### config.mk
export PLATFORM = sky130hd
export DESIGN_NAME = firmware_upgrade_receiver_unit
export DESIGN_NICKNAME = d
export VERILOG_FILES = /design/src/design/fur_pkg.sv /design/src/design/firmware_upgrade_receiver_unit.sv /design/src/design/fur_front.sv /design/src/design/fur_queue.sv /design/src/design/fur_back.sv
export SDC_FILE = /design/constraint.sdc
export NUM_CORES = 1
export LEC_CHECK = 0
export BUFFER_PORTS_ARGS = -buffer_cell sky130_fd_sc_hd__buf_2
export CAP_MARGIN = 20
export CORE_MARGIN = 4
export CORE_UTILIZATION = 28
export CTS_CLUSTER_DIAMETER = 150
export DETAILED_ROUTE_END_ITERATION = 12
export PLACE_DENSITY_LB_ADDON = 0.05
export SETUP_SLACK_MARGIN = 0.2
export SLEW_MARGIN = 5
export SYNTH_ARGS = -nofsm -noshare
export SYNTH_HDL_FRONTEND = slang
export SYNTH_SLANG_ARGS = --single-unit
export TNS_END_PERCENT = 50
### constraint.sdc
create_clock -name i_clk -period 10.14 [get_ports i_clk]
set_input_delay 2.028 -clock i_clk [delete_from_list [all_inputs] [get_ports i_clk]]
set_output_delay 2.028 -clock i_clk [all_outputs]
set_load 0.005 [all_outputs]
### src/design/fur_pkg.sv
// firmware upgrade receiver: shared types, codes and beat layouts
// no dependencies; imported by every module of the block
`default_nettype none

package fur_pkg;

    localparam int IN_DATA_W  = 272;
    localparam int IN_USER_W  = 3;
    localparam int OUT_DATA_W = 72;
    localparam int CFG_IDX_W  = 3;
    localparam int CFG_DATA_W = 64;

    localparam logic [1:0] REQ_INFO = 2'd0;
    localparam logic [1:0] REQ_DATA = 2'd1;
    localparam logic [1:0] REQ_END  = 2'd2;

    localparam logic [2:0] ST_OK        = 3'd0;
    localparam logic [2:0] ST_OVERSIZE  = 3'd1;
    localparam logic [2:0] ST_BAD_PARAM = 3'd2;
    localparam logic [2:0] ST_FLASH_ERR = 3'd3;
    localparam logic [2:0] ST_INDEX_ERR = 3'd4;
    localparam logic [2:0] ST_WRONG_LEN = 3'd5;

    localparam logic [1:0] CMD_NONE  = 2'd0;
    localparam logic [1:0] CMD_ERASE = 2'd1;
    localparam logic [1:0] CMD_WRITE = 2'd2;

    localparam logic [CFG_IDX_W-1:0] CFG_SERIAL_CRC = 3'd0;
    localparam logic [CFG_IDX_W-1:0] CFG_HWID_LOW   = 3'd1;
    localparam logic [CFG_IDX_W-1:0] CFG_HWID_HIGH  = 3'd2;
    localparam logic [CFG_IDX_W-1:0] CFG_REGION_BASE  = 3'd3;
    localparam logic [CFG_IDX_W-1:0] CFG_REGION_BYTES = 3'd4;
    localparam logic [CFG_IDX_W-1:0] CFG_FULL_PACK    = 3'd5;

    localparam logic [15:0] FULL_PACK_RESET = 16'd1024;

    typedef enum logic [1:0] {
        K_NONE,
        K_INFO,
        K_DATA,
        K_END
    } t_kind;

    typedef struct packed {
        logic [15:0] serial_crc;
        logic [63:0] hwid_low;
        logic [63:0] hwid_high;
        logic [31:0] region_base;
        logic [31:0] region_bytes;
        logic [15:0] full_pack;
    } t_cfg;

    typedef struct packed {
        t_kind       kind;
        logic        ack;
        logic [2:0]  info_st;
        logic [31:0] erase_addr;
        logic [31:0] erase_len;
        logic [31:0] image_bytes;
        logic [31:0] pack_number;
        logic [15:0] pack_bytes;
        logic        flash_pass;
    } t_cls;

    typedef struct packed {
        logic empty;
        logic full;
        logic [1:0] count;
    } t_qstat;

endpackage

`default_nettype wire

### src/design/firmware_upgrade_receiver_unit.sv
// firmware upgrade receiver top level: configuration registers, front end, queue, back end
// depends on fur_pkg, fur_front, fur_queue, fur_back
`default_nettype none

// Takes one decoded upgrade packet per beat and returns exactly one result beat.
// A packet is taken every cycle while the queue is not full. Classification is
// combinational, the packet waits in a two-entry queue and the back end registers
// the state update and result. While the result register is stalled the queue
// still takes up to two more packets. Configuration registers must be written by
// the user through the plain write port only while idle; the block does not enforce it.
module firmware_upgrade_receiver_unit import fur_pkg::*; (
    input  wire logic                  i_clk,
    input  wire logic                  i_rst_n,
    input  wire logic                  i_cfg_we,
    input  wire logic [CFG_IDX_W-1:0]  i_cfg_addr,
    input  wire logic [CFG_DATA_W-1:0] i_cfg_wdata,
    input  wire logic                  i_s_tvalid,
    output logic                       o_s_tready,
    // want_ack, serial_crc, hwid_low, hwid_high, image_bytes, erase_len,
    // encrypted, pack_number, pack_bytes, flash_pass, zero pad
    input  wire logic [IN_DATA_W-1:0]  i_s_tdata,
    // req_type, is_reply
    input  wire logic [IN_USER_W-1:0]  i_s_tuser,
    output logic                       o_m_tvalid,
    input  wire logic                  i_m_tready,
    // send_ack, status_code, flash_cmd, flash_addr, flash_len, upgrade_done, zero pad
    output logic [OUT_DATA_W-1:0]      o_m_tdata
);

    t_cfg   r_cfg;
    t_cls   cls;
    t_cls   head;
    t_qstat qstat;
    logic   push;
    logic   pop;

    always_ff @(posedge i_clk) begin
        if (!i_rst_n) begin
            r_cfg.serial_crc   <= 16'd0;
            r_cfg.hwid_low     <= 64'd0;
            r_cfg.hwid_high    <= 64'd0;
            r_cfg.region_base  <= 32'd0;
            r_cfg.region_bytes <= 32'd0;
            r_cfg.full_pack    <= FULL_PACK_RESET;
        end else if (i_cfg_we) begin
            case (i_cfg_addr)
                CFG_SERIAL_CRC:   r_cfg.serial_crc   <= i_cfg_wdata[15:0];
                CFG_HWID_LOW:     r_cfg.hwid_low     <= i_cfg_wdata;
                CFG_HWID_HIGH:    r_cfg.hwid_high    <= i_cfg_wdata;
                CFG_REGION_BASE:  r_cfg.region_base  <= i_cfg_wdata[31:0];
                CFG_REGION_BYTES: r_cfg.region_bytes <= i_cfg_wdata[31:0];
                CFG_FULL_PACK:    r_cfg.full_pack    <= i_cfg_wdata[15:0];
                default:          r_cfg.full_pack    <= r_cfg.full_pack;
            endcase
        end
    end

    assign o_s_tready = !qstat.full;
    assign push       = i_s_tvalid && o_s_tready;

    fur_front u_front (
        .i_tdata (i_s_tdata),
        .i_tuser (i_s_tuser),
        .i_cfg   (r_cfg),
        .o_cls   (cls)
    );

    fur_queue u_queue (
        .i_clk   (i_clk),
        .i_rst_n (i_rst_n),
        .i_push  (push),
        .i_cls   (cls),
        .i_pop   (pop),
        .o_head  (head),
        .o_stat  (qstat)
    );

    fur_back u_back (
        .i_clk    (i_clk),
        .i_rst_n  (i_rst_n),
        .i_cfg    (r_cfg),
        .i_head   (head),
        .i_qstat  (qstat),
        .o_pop    (pop),
        .o_tvalid (o_m_tvalid),
        .i_tready (i_m_tready),
        .o_tdata  (o_m_tdata)
    );

    a_idle_cmd_no_fields: assert property (@(posedge i_clk) disable iff (!i_rst_n)
        (o_m_tvalid && o_m_tdata[5:4] == CMD_NONE) |-> (o_m_tdata[69:6] == 64'd0))
        else $error("flash fields set without a flash command");

    a_flash_err_has_cmd: assert property (@(posedge i_clk) disable iff (!i_rst_n)
        (o_m_tvalid && o_m_tdata[3:1] == ST_FLASH_ERR) |-> (o_m_tdata[5:4] != CMD_NONE))
        else $error("flash error reported without a flash command");

    a_queue_bound: assert property (@(posedge i_clk) disable iff (!i_rst_n)
        (qstat.count != 2'd3) && (!qstat.full || !o_s_tready))
        else $error("queue occupancy out of range");

    a_pop_needs_entry: assert property (@(posedge i_clk) disable iff (!i_rst_n)
        pop |-> !qstat.empty)
        else $error("back end took an entry from an empty queue");

endmodule

`default_nettype wire

### src/design/fur_front.sv
// firmware upgrade receiver front end: unpacks a packet beat and classifies it
// depends on fur_pkg
`default_nettype none

module fur_front import fur_pkg::*; (
    input  wire logic [IN_DATA_W-1:0] i_tdata,
    input  wire logic [IN_USER_W-1:0] i_tuser,
    input  wire t_cfg                 i_cfg,
    output t_cls                      o_cls
);

    logic [1:0]  req_type;
    logic        is_reply;
    logic        want_ack;
    logic [15:0] serial_crc;
    logic [63:0] hwid_low;
    logic [63:0] hwid_high;
    logic [31:0] image_bytes;
    logic [31:0] erase_len;
    logic [7:0]  encrypted;
    logic        crc_match;
    logic        id_match;

    assign req_type    = i_tuser[1:0];
    assign is_reply    = i_tuser[2];
    assign want_ack    = i_tdata[0];
    assign serial_crc  = i_tdata[16:1];
    assign hwid_low    = i_tdata[80:17];
    assign hwid_high   = i_tdata[144:81];
    assign image_bytes = i_tdata[176:145];
    assign erase_len   = i_tdata[208:177];
    assign encrypted   = i_tdata[216:209];

    assign crc_match = (serial_crc == i_cfg.serial_crc);
    assign id_match  = (hwid_low == i_cfg.hwid_low) && (hwid_high == i_cfg.hwid_high);

    always_comb begin
        o_cls.kind = K_NONE;
        if (!is_reply) begin
            case (req_type)
                REQ_INFO: if (id_match || crc_match) o_cls.kind = K_INFO;
                REQ_DATA: if (crc_match) o_cls.kind = K_DATA;
                REQ_END:  if (crc_match) o_cls.kind = K_END;
                default:  o_cls.kind = K_NONE;
            endcase
        end

        if (image_bytes > i_cfg.region_bytes || erase_len > i_cfg.region_bytes) begin
            o_cls.info_st = ST_OVERSIZE;
        end else if (encrypted != 8'd0) begin
            o_cls.info_st = ST_BAD_PARAM;
        end else begin
            o_cls.info_st = ST_OK;
        end

        o_cls.ack         = want_ack;
        o_cls.erase_addr  = i_cfg.region_base;
        o_cls.erase_len   = (erase_len != 32'd0) ? erase_len : i_cfg.region_bytes;
        o_cls.image_bytes = image_bytes;
        o_cls.pack_number = i_tdata[248:217];
        o_cls.pack_bytes  = i_tdata[264:249];
        o_cls.flash_pass  = i_tdata[265];
    end

endmodule

`default_nettype wire

### src/design/fur_queue.sv
// firmware upgrade receiver: two-entry queue of classified packets
// depends on fur_pkg
`default_nettype none

module fur_queue import fur_pkg::*; (
    input  wire logic i_clk,
    input  wire logic i_rst_n,
    input  wire logic i_push,
    input  wire t_cls i_cls,
    input  wire logic i_pop,
    output t_cls      o_head,
    output t_qstat    o_stat
);

    t_cls       r_mem [2];
    logic       r_wr;
    logic       r_rd;
    logic [1:0] r_count;

    always_ff @(posedge i_clk) begin
        if (!i_rst_n) begin
            r_wr    <= 1'b0;
            r_rd    <= 1'b0;
            r_count <= 2'd0;
        end else begin
            if (i_push) begin
                r_wr <= ~r_wr;
            end
            if (i_pop) begin
                r_rd <= ~r_rd;
            end
            if (i_push && !i_pop) begin
                r_count <= r_count + 2'd1;
            end else if (i_pop && !i_push) begin
                r_count <= r_count - 2'd1;
            end
        end
    end

    always_ff @(posedge i_clk) begin
        if (i_push) begin
            r_mem[r_wr] <= i_cls;
        end
    end

    assign o_head       = r_mem[r_rd];
    assign o_stat.count = r_count;
    assign o_stat.empty = (r_count == 2'd0);
    assign o_stat.full  = (r_count == 2'd2);

endmodule

`default_nettype wire

### src/design/fur_back.sv
// firmware upgrade receiver back end: transfer state, flash commands, result register
// depends on fur_pkg
`default_nettype none

module fur_back import fur_pkg::*; (
    input  wire logic                  i_clk,
    input  wire logic                  i_rst_n,
    input  wire t_cfg                  i_cfg,
    input  wire t_cls                  i_head,
    input  wire t_qstat                i_qstat,
    output logic                       o_pop,
    output logic                       o_tvalid,
    input  wire logic                  i_tready,
    output logic [OUT_DATA_W-1:0]      o_tdata
);

    typedef enum logic [1:0] {
        PH_WAIT_INFO = 2'd0,
        PH_TRANSFER  = 2'd1,
        PH_WAIT_END  = 2'd2
    } t_phase;

    t_phase      r_phase, n_phase;
    logic [31:0] r_exp, n_exp;
    logic [31:0] r_off, n_off;
    logic [31:0] r_img, n_img;
    logic        r_end, n_end;
    logic        r_valid;

    logic        r_ack, n_ack;
    logic [2:0]  r_st, n_st;
    logic [1:0]  r_cmd, n_cmd;
    logic [31:0] r_addr, n_addr;
    logic [31:0] r_len, n_len;

    logic [31:0] remain;
    logic [31:0] new_off;
    logic [31:0] wr_addr;

    assign o_pop   = !i_qstat.empty && (!r_valid || i_tready);
    assign remain  = r_img - r_off;
    assign new_off = r_off + {16'd0, i_head.pack_bytes};
    assign wr_addr = i_cfg.region_base + r_off;

    always_comb begin
        n_phase = r_phase;
        n_exp   = r_exp;
        n_off   = r_off;
        n_img   = r_img;
        n_end   = r_end;
        n_ack   = 1'b0;
        n_st    = ST_OK;
        n_cmd   = CMD_NONE;
        n_addr  = 32'd0;
        n_len   = 32'd0;
        case (i_head.kind)
            K_INFO: begin
                n_ack = i_head.ack;
                if (i_head.info_st != ST_OK) begin
                    n_st = i_head.info_st;
                end else begin
                    n_cmd  = CMD_ERASE;
                    n_addr = i_head.erase_addr;
                    n_len  = i_head.erase_len;
                    if (!i_head.flash_pass) begin
                        n_st = ST_FLASH_ERR;
                    end else begin
                        n_exp   = 32'd0;
                        n_img   = i_head.image_bytes;
                        n_off   = 32'd0;
                        n_end   = 1'b0;
                        n_phase = PH_TRANSFER;
                    end
                end
            end
            K_DATA: begin
                n_ack = i_head.ack;
                if (r_exp < i_head.pack_number || r_phase != PH_TRANSFER) begin
                    n_st = ST_INDEX_ERR;
                end else if (remain > {16'd0, i_cfg.full_pack} &&
                             i_head.pack_bytes != i_cfg.full_pack) begin
                    n_st = ST_WRONG_LEN;
                end else if (i_head.pack_number == r_exp) begin
                    n_cmd  = CMD_WRITE;
                    n_addr = wr_addr;
                    n_len  = {16'd0, i_head.pack_bytes};
                    if (!i_head.flash_pass) begin
                        n_st = ST_FLASH_ERR;
                    end else begin
                        n_off = new_off;
                        n_exp = r_exp + 32'd1;
                        if (new_off >= r_img) begin
                            n_phase = PH_WAIT_END;
                        end
                    end
                end
            end
            K_END: begin
                n_ack = i_head.ack;
                if (r_phase != PH_WAIT_END) begin
                    n_st = ST_INDEX_ERR;
                end else begin
                    n_end = 1'b1;
                end
            end
            default: begin
                n_ack = 1'b0;
            end
        endcase
    end

    always_ff @(posedge i_clk) begin
        if (!i_rst_n) begin
            r_phase <= PH_WAIT_INFO;
            r_exp   <= 32'd0;
            r_off   <= 32'd0;
            r_img   <= 32'd0;
            r_end   <= 1'b0;
            r_valid <= 1'b0;
        end else begin
            if (o_pop) begin
                r_phase <= n_phase;
                r_exp   <= n_exp;
                r_off   <= n_off;
                r_img   <= n_img;
                r_end   <= n_end;
                r_valid <= 1'b1;
            end else if (i_tready) begin
                r_valid <= 1'b0;
            end
        end
        if (o_pop) begin
            r_ack  <= n_ack;
            r_st   <= n_st;
            r_cmd  <= n_cmd;
            r_addr <= n_addr;
            r_len  <= n_len;
        end
    end

    assign o_tvalid = r_valid;
    assign o_tdata  = {1'b0, r_end, r_len, r_addr, r_cmd, r_st, r_ack};

endmodule

`default_nettype wire
Word level (Yosys, flattened, before mapping)
Memory sizes are Yosys's and may differ from the RTL's. A register that Yosys moved wholly into a read port is not among the register bits.
Cells that the tools add are included.

cells by class
  $add $sub $neg = 6
  order comparisons = 5
  bitwise logic cells = 3
  mux-type cells = 62
  equal/unequal tests = 26
  reductions and logical operators = 36

operators with widths
  cell                   count
  $mux 32                18
  $pmux 32 s2            4
  $eq 64x64->1           2
  $gt 32x32->1           2
  $mux 2                 17
  $add 32x1->32 const B  1
  $add 32x16->32         1
  $add 32x32->32         1
  $eq 32x32->1           1
  $ge 32x32->1           1
  $gt 32x16->1           1
  $lt 32x32->1           1
  $reduce_bool 32->1     1
  $sub 32x32->32         1
  $mux 3                 6
  $eq 16x16->1           1
  $mux 16                1
  $ne 16x16->1           1
  $reduce_and 2->1       6
  $mux 1                 11
  $ne 2x1->1 const B     5
  $ne 2x2->1 const B     5
  $pmux 3 s3             1
  $reduce_and 9->1       1
  other kinds (23)       48

storage, ports and cells
  word-level logic and storage cells = 159
  memories kept = 1
  register bits = 398
  bits in writable memories = 302
  input port bits = 347
  output and inout bits = 74

memory list
  memory         words  bits a word  read ports  clocked after memory_dff  write ports  line             RTL
  u_queue.r_mem  2      151          1           1                         1            fur_queue.sv:15  t_cls r_mem [2];

Logic depth before layout (Yosys ltp)
Gate-level depths: netlist of the first run.

  depth after elaboration = 8
  depth in mapped cells = 28
  mapped depth without buffers = 25

By module
A second synthesis of the first run with hierarchy kept.

unflattened totals
  cell total of the unflattened synthesis = 3750
  area total of the unflattened synthesis = 38878.5 sq um

modules (own cells, without submodules)
  module                          seq. area each (sq um)  area an instance (sq um)  cells an instance  instances
  fur_back                        4103.9                  14750.4                   1829               1
  fur_queue                       9168.8                  11477.3                   492                1
  firmware_upgrade_receiver_unit  4484.3                  8152.8                    802                1
  fur_front                       0.0                     4498.1                    627                1

Worst setup path after synthesis of the first run
Ideal clock, no wire load.

  path kind = input-to-reg
  start = in i_s_tvalid
  end = mem u_queue.r_mem[0][0] (netlist name), enable pin
  path buffers = 0
  arrival = 8.353 ns
  required time = 9.478 ns
  stages on the path = 2
  setup time = 0.662 ns
  setup slack = 1.124 ns
  cells stage by stage = nand2_1 > nor2_1

between the ends
  cells in the longest elaborated chain, start to end = 3

RTL lines
  what                          line                                  RTL
  start: declaration            firmware_upgrade_receiver_unit.sv:17  input wire logic i_s_tvalid,
  $logic_and 1x1->1             firmware_upgrade_receiver_unit.sv:59  assign push = i_s_tvalid && o_s_tready;
  $mux 1                        fur_queue.sv:41                       if (i_push) begin
  $mux 1 (not written as such)  fur_queue.sv:42                       r_mem[r_wr] <= i_cls;
  end: declaration              fur_queue.sv:15

No other way between the ends.

==> results of run 1 <==
-- stage by stage --
step	setup WS (ns)	hold WS [ns]	power, µW	std cells	instance area (µm²)
floorplan	1.12	0.443	4950	3586	36200
global placement	3.32	0.454	5890	5610	40200
detailed placement	3.39	0.461	5880	5610	40200
CTS	3.38	0.469	9010	5774	43000
global route	3.04	0.483	9320	5776	43000
finish	3.46	0.467	8820	5792	43000
-- logic make-up after synthesis --
group | Yosys count | share of synthesized area [%]
AOI/OAI and AO/OA | 844 | 16.4
xor gates and xnor gates | 178 | 4.30
adders and majority gates | 231 | 8.04
buffers and inverters | 383 | 4.10
DFF | 699 | 48.8
muxes | 168 | 4.66
other | 1 | 0.0103
and+or+nand+nor | 1082 | 13.6
-- cells in the final DEF (no fill, tap or decap), types with 67 or more instances in the layout --
cell | Yosys | layout
xor2_1 | 82 | 82
ha_1 | 228 | 228
mux2i_1 | 164 | 164
o21ai_0 | 92 | 92
o22ai_1 | 67 | 67
xnor2_1 | 96 | 96
buf_2 | 4 | 412
clkbuf_16 | 0 | 92
nand4_1 | 69 | 69
edfxtp_1 | 370 | 370
dfxtp_1 | 329 | 328
a21oi_1 | 119 | 119
a21boi_0 | 251 | 251
nor2_1 | 90 | 87
a21o_1 | 82 | 82
inv_1 | 227 | 226
nand2_1 | 618 | 617
-- worst max path at each step --
| stage | end | slack (ns) | cells past startpoint | startpoint |
|---|---|---|---|---|
| 2_1_floorplan | u_queue.r_mem[0][0] | 1.12 | 2 | i_s_tvalid |
| 3_3_place_gp | u_back.r_len[14] | 3.32 | 23 | u_back.r_off[0] |
| 3_5_place_dp | u_back.r_off[20] | 3.39 | 23 | u_back.r_off[0] |
| 4_1_cts | u_back.r_len[14] | 3.38 | 23 | u_back.r_off[0] |
| 5_1_grt | u_back.r_phase[1] | 3.04 | 22 | register |
| 6_report | u_back.r_phase[1] | 3.46 | 22 | register |
-- per-layer routing --
| metal | part of all wire [%] | vias up | routed length, µm | global-route usage, % |
|---|---|---|---|---|
| met5 | 0.22 | - | 296 | 0 |
| met4 | 2.9 | 46 | 3970 | 6.31 |
| met3 | 5.7 | 194 | 7640 | 4.52 |
| met2 | 47 | 609 | 63400 | 32.7 |
| met1 | 44 | 13197 | 59900 | 25.0 |
| li1 | - | 13693 | - | - |
-- cell type report --
type	instances	area [µm²]	share of cell area [%]
clock inverters	31	238	0.553
clock buffers	133	2530	5.87
multi-input cells	2504	17100	39.8
repair buffers	450	2380	5.53
diodes	18	45.0	0.105
flip-flops and latches	699	17700	41.1
inverters	228	857	1.99
well taps	1729	2160	5.03
-- power by group through the flow --
stage                     combinational [µW]  clock [µW]  sequential [µW]
after floorplan                         1410           0             3540
after global placement                  2340           0             3550
after detailed placement                2330           0             3550
after CTS                               2340        3180             3500
after global routing                    2520        3280             3520
final                                   2280        3050             3480
-- worst reg2reg max path: stages, from the launching register on --
cell and delay [ns]:
dfxtp_4 0.62, buf_12 0.54, mux2i_1 0.75, inv_1 0.11, ha_1 0.38, nand3_1 0.15, o21ai_0 0.20, a31oi_1 0.11
a21oi_1 0.28, a21oi_1 0.18, nor3_1 0.66, nand4_1 0.28, xnor2_1 0.28, ha_1 0.29, a21o_1 0.18, a21o_1 0.18
a221oi_1 0.23, o21ai_0 0.17, a221oi_1 0.31, o21ai_0 0.12, a21oi_1 0.20, o21ai_0 0.15, a22o_1 0.21
-- sequential cells by signal, summed over array words and instances, names as in the netlist, named ones only --
| name | cells |
|---|---|
| r_cfg | 224 |
| u_back.o_tvalid | 1 |
| u_back.r_ack | 1 |
| u_back.r_addr | 32 |
| u_back.r_cmd | 2 |
| u_back.r_end | 1 |
| u_back.r_exp | 32 |
| u_back.r_img | 32 |
| u_back.r_len | 32 |
| u_back.r_off | 32 |
| u_back.r_phase | 2 |
| u_back.r_st | 3 |
| u_queue.r_count | 2 |
| u_queue.r_mem | 300 |
| u_queue.r_rd | 1 |
| u_queue.r_wr | 1 |
==> flow_summary.toml, run 1 <==
[clock_network]
hold_buffers = 0
cts_setup_buffers = 0
cts.sinks = 699
cts_buffer_depth = 3
cts_tree = "done"
cts.clk_slew.worst_paths_ns = 0.06
cts_buffers = 88
postCtsResizedCells = 0
clk_latency_ns = 0.70
root_buffer = "clkbuf_16"
htree_levels = 3

[placed_design]
io_buffers = 413
hpwl_mm = 103
gp_congestion = 0.884

[pwr]
ir_drop_mv = 0.150
p_sw_uw = 2840
swShare_pct = 32.2
combPwrFrac_pct = 25.9
pwr-share-clk_pct = 34.6
p_seq_share_pct = 39.5
p_int_uw = 5980
p_per_area_nw_per_um2 = 205
p_leak_uw = 0.0167

[synthesis]
synth_seq_area_share_pct = 48.8
syn_avg_cell_area_um2 = 10.1
async_flop_share_pct = 0
synth_area_leaders = "edfxtp_1 31%, dfxtp_1 18%, ha_1 7.9%"
netlist_area_um2 = 36200
synth-edff-count = 370
synth_seq_cells = 699
yosys.cell_types.count = 84
synth_common_cells = "618 x nand2_1, 370 x edfxtp_1, 329 x dfxtp_1"
ys.flop_type = "edfxtp_1"
synthCells = 3586
synth.most_common_cell = "nand2_1"
synth_top_area_share_pct = 30.7
yosysWarnings = 0
synth_nets = 4164
synth_top_area_cell = "edfxtp_1"

[sta]
tightest_slew_ns = 1.08
setup_viol = 0
clock_skew_ns = 0.0486
rsz0062_at_grt = "false"
hold_viol_final = 0
post-route-min-period_ns = 6.68
setup_tns_ns = 0
fin_crit_sh_pct = 65.9
slew_viol_final = 0
timing.fmax_ghz = 0.150
relSlewSlack_pct = 25.9

[critical_path]
cp_top_family = "compound AO/OA/AOI/OAI gates"
r2r_end = "u_back.r_phase[1]"
cp_max_fo = 71
crit_arrival_ns = 7.26
max_stage_delay_ns = 0.71
reg2reg_setup_slack_ns = 3.46
crit_top_cell = "o21ai_0"
crit_buf_inv = 2
crit_type = "reg2reg"
slowest_stage = "mux2i_1"
worstPathRequired_ns = 10.72
critPathCaptureType = "register"
r2r_cells = 22
crit_path_start_kind = "register"
path_cells = "buf_12 > mux2i_1 > inv_1 > ha_1 > nand3_1 > o21ai_0 > a31oi_1 > a21oi_1 > a21oi_1 > nor3_1 > nand4_1 > xnor2_1 > ha_1 > a21o_1 > a21o_1 > a221oi_1 > o21ai_0 > a221oi_1 > o21ai_0 > a21oi_1 > o21ai_0 > a22o_1"

[final_layout]
fillers = 13247
final_util_pct = 33.6
syn_to_final_growth_pct = 18.7
finalNetCount = 4549
drive_gt1_share_pct = 14.7

[grt]
grt_use_total_pct = 19.6
grt_max_degree = 101
grt_overflow_total = 0
grt_pass1_wl_mm = 196
grt_pass1_vias = 28404
antenna_found_initial = 39

[worst_hold_path]
min_from = "r_cfg[187]"
whs_endpoint = "r_cfg[187]"
hold_depth = 2
hp-class = "reg2reg"

[drt]
drt-initial-drc-count = 1570
routedWlPerCell_um = 23.3
wl_mm = 135
vias = 27739
drcViolationCount = 0
ant_nets = 0
viasPerCell = 4.79
drtPass1Iterations = 5

[floorplanning]
fp.dieArea_um2 = 135000
core_area_um2 = 128000
rows = 131
io_pins = 421
initial_core_util_pct = 28.3
fp.dieH_um = 368
die_x_um = 368

[flow_run]
maxCapViolations = 0

[outcome]
outcome = "completed"
(Power assumes the default switching activity.)
==> run 2, diff against run 1 <==
Settings changed: ABC_AREA set to 1.
Clock period 10.14 ns to 6.7 ns, I/O delays scaled along.
==> flow_summary.toml, run 2 <==
[synthesis]
synth.most_common_cell = "nand2_1"
synth_seq_area_share_pct = 47.9
synth_area_leaders = "edfxtp_1 30%, dfxtp_1 18%, nand2_1 9.7%"
synth_common_cells = "952 x nand2_1, 506 x inv_1, 414 x nor2_1"
ys.flop_type = "edfxtp_1"
synth_seq_cells = 699
synthCells = 4406
syn_avg_cell_area_um2 = 8.39
synth_top_area_share_pct = 30.1
yosysWarnings = 0
netlist_area_um2 = 37000
synth_nets = 4984
synth-edff-count = 370
async_flop_share_pct = 0
yosys.cell_types.count = 56
synth_top_area_cell = "edfxtp_1"

[critical_path]
max_stage_delay_ns = 0.56
cp_max_fo = 37
slowest_stage = "dfxtp_4"
crit_arrival_ns = 5.81
crit_top_cell = "nand2_1"
crit_path_start_kind = "register"
critPathCaptureType = "register"
crit_type = "reg2reg"
worstPathRequired_ns = 7.27

[final_layout]
final_area_um2 = 44000
final_cell_mix = "952 x nand2_1, 504 x inv_1, 412 x buf_2"
final_common_cell = "nand2_1"
largest_register_ffs = 300
top_register = "u_queue.r_mem"
multi_input_area_um2 = 16700
drive_gt1_share_pct = 13.0
regArea_um2 = 17700
syn_to_final_growth_pct = 19.2
biggestRegsByFlops = "u_queue.r_mem: 300 flops, r_cfg: 224 flops"
fillers = 13949
finalNetCount = 5375

[floorplanning]
rows = 133
initial_core_util_pct = 28.2
fp.dieArea_um2 = 138000
fp.dieH_um = 371
io_pins = 421
die_x_um = 371
core_area_um2 = 131000

[flow_run]
maxCapViolations = 0

[placed_design]
hpwl_mm = 108
pre_cts_slack_ns = 1.43
io_buffers = 413
post_dp_cell_area_um2 = 41000
gp_congestion = 0.891

[clock_network]
cts_tree = "done"
cts_buffers = 90
cts_buffer_depth = 3
hold_buffers = 0
cts.sinks = 699
cts_setup_buffers = 0
cts.clk_slew.worst_paths_ns = 0.06
postCtsResizedCells = 0
htree_levels = 3
root_buffer = "clkbuf_16"
clk_latency_ns = 0.67

[drt]
drcViolationCount = 0
ant_nets = 0
routedWlPerCell_um = 21.4
drt-initial-drc-count = 2035
drtPass1Iterations = 5
wl_mm = 142
viasPerCell = 4.70
vias = 31286

[sta]
clock_skew_ns = 0.0288
fin_crit_sh_pct = 78.2
slew_viol_final = 0
final.setup.worst_slack_ns = 1.46
tightest_slew_ns = 0.983
setup_tns_ns = 0
relSlewSlack_pct = 33.8
post-route-min-period_ns = 5.24
timing.fmax_ghz = 0.191
hold_viol_final = 0
rsz0062_at_grt = "false"
setup_viol = 0

[pwr]
p_per_area_nw_per_um2 = 349
design_power_total_uw = 15400
ir_drop_mv = 0.239
p_leak_uw = 0.0185

[worst_hold_path]
hp-class = "reg2reg"

[outcome]
outcome = "completed"

[grt]
grt_max_degree = 87
antenna_found_initial = 52
grt_pass1_wl_mm = 206
grt_overflow_total = 0
grt_use_total_pct = 20.2
grt_pass1_vias = 30535
==> run 2: logic make-up after synthesis <==
kind of cell,count (synthesis),synth area share (%)
and+or+nand+nor,1676,18.6
other,1,0.0101
DFF,699,47.9
muxes,33,0.894
xor gates and xnor gates,166,3.93
adders and majority gates,231,7.88
AOI/OAI and AO/OA,922,13.7
buffers and inverters,678,7.05
==> run 2: layout make-up <==
class,count,area share [%]
flip-flops and latches,699,40.2
inverters,513,4.38
repair buffers,464,5.69
clock buffers,114,5.52
well taps,1755,4.99
multi-input cells,3029,37.9
diodes,31,0.176
clock inverters,54,1.11
==> run 2: critical path: cells and delay by family (launching register included) <==
family	cells	cell delay, ns
DFF	1	0.56
AOI/OAI and AO/OA	10	1.92
buffers and inverters	4	0.50
adders and majority gates	2	0.62
and+or+nand+nor	10	1.47
==> run 2: power by group <==
part | total [µW] | internal (µW) | switching, µW
clock network | 4810 | 2810 | 2000
registers | 5420 | 5180 | 236
logic | 5140 | 1580 | 3550
total | 15400 | 9570 | 5780
==> run 2: path summary, 6_finish.rpt <==
kind                            depth (start not counted)          from  slack [ns]                 to
worst max-delay path                                   26      register        1.46  u_back.r_phase[0]
worst min-delay path                                    1  u_queue.r_rd        0.45           register
worst max register to register                         26      register        1.46  u_back.r_phase[0]
worst min register to register                          1  u_queue.r_rd        0.45           register
==> run 2: layer usage <==
layer	vias to the layer above	share of wire, %	routed length [µm]	GRT usage [%]
met4	26	2.0	2900	4.86
met3	176	6.2	8840	4.15
met2	731	47	67000	33.8
met5	-	0.13	187	0
li1	15744	-	-	-
met1	14609	45	63300	26.7
==> run 2: through the flow <==
stage	util (%)	hold WS, ns	std cells
floorplan	-	0.426	4406
global placement	31.2	0.434	6459
detailed placement	31.2	0.435	6459
CTS	33.5	0.447	6627
global route	33.5	0.473	6636
finish	33.5	0.448	6659
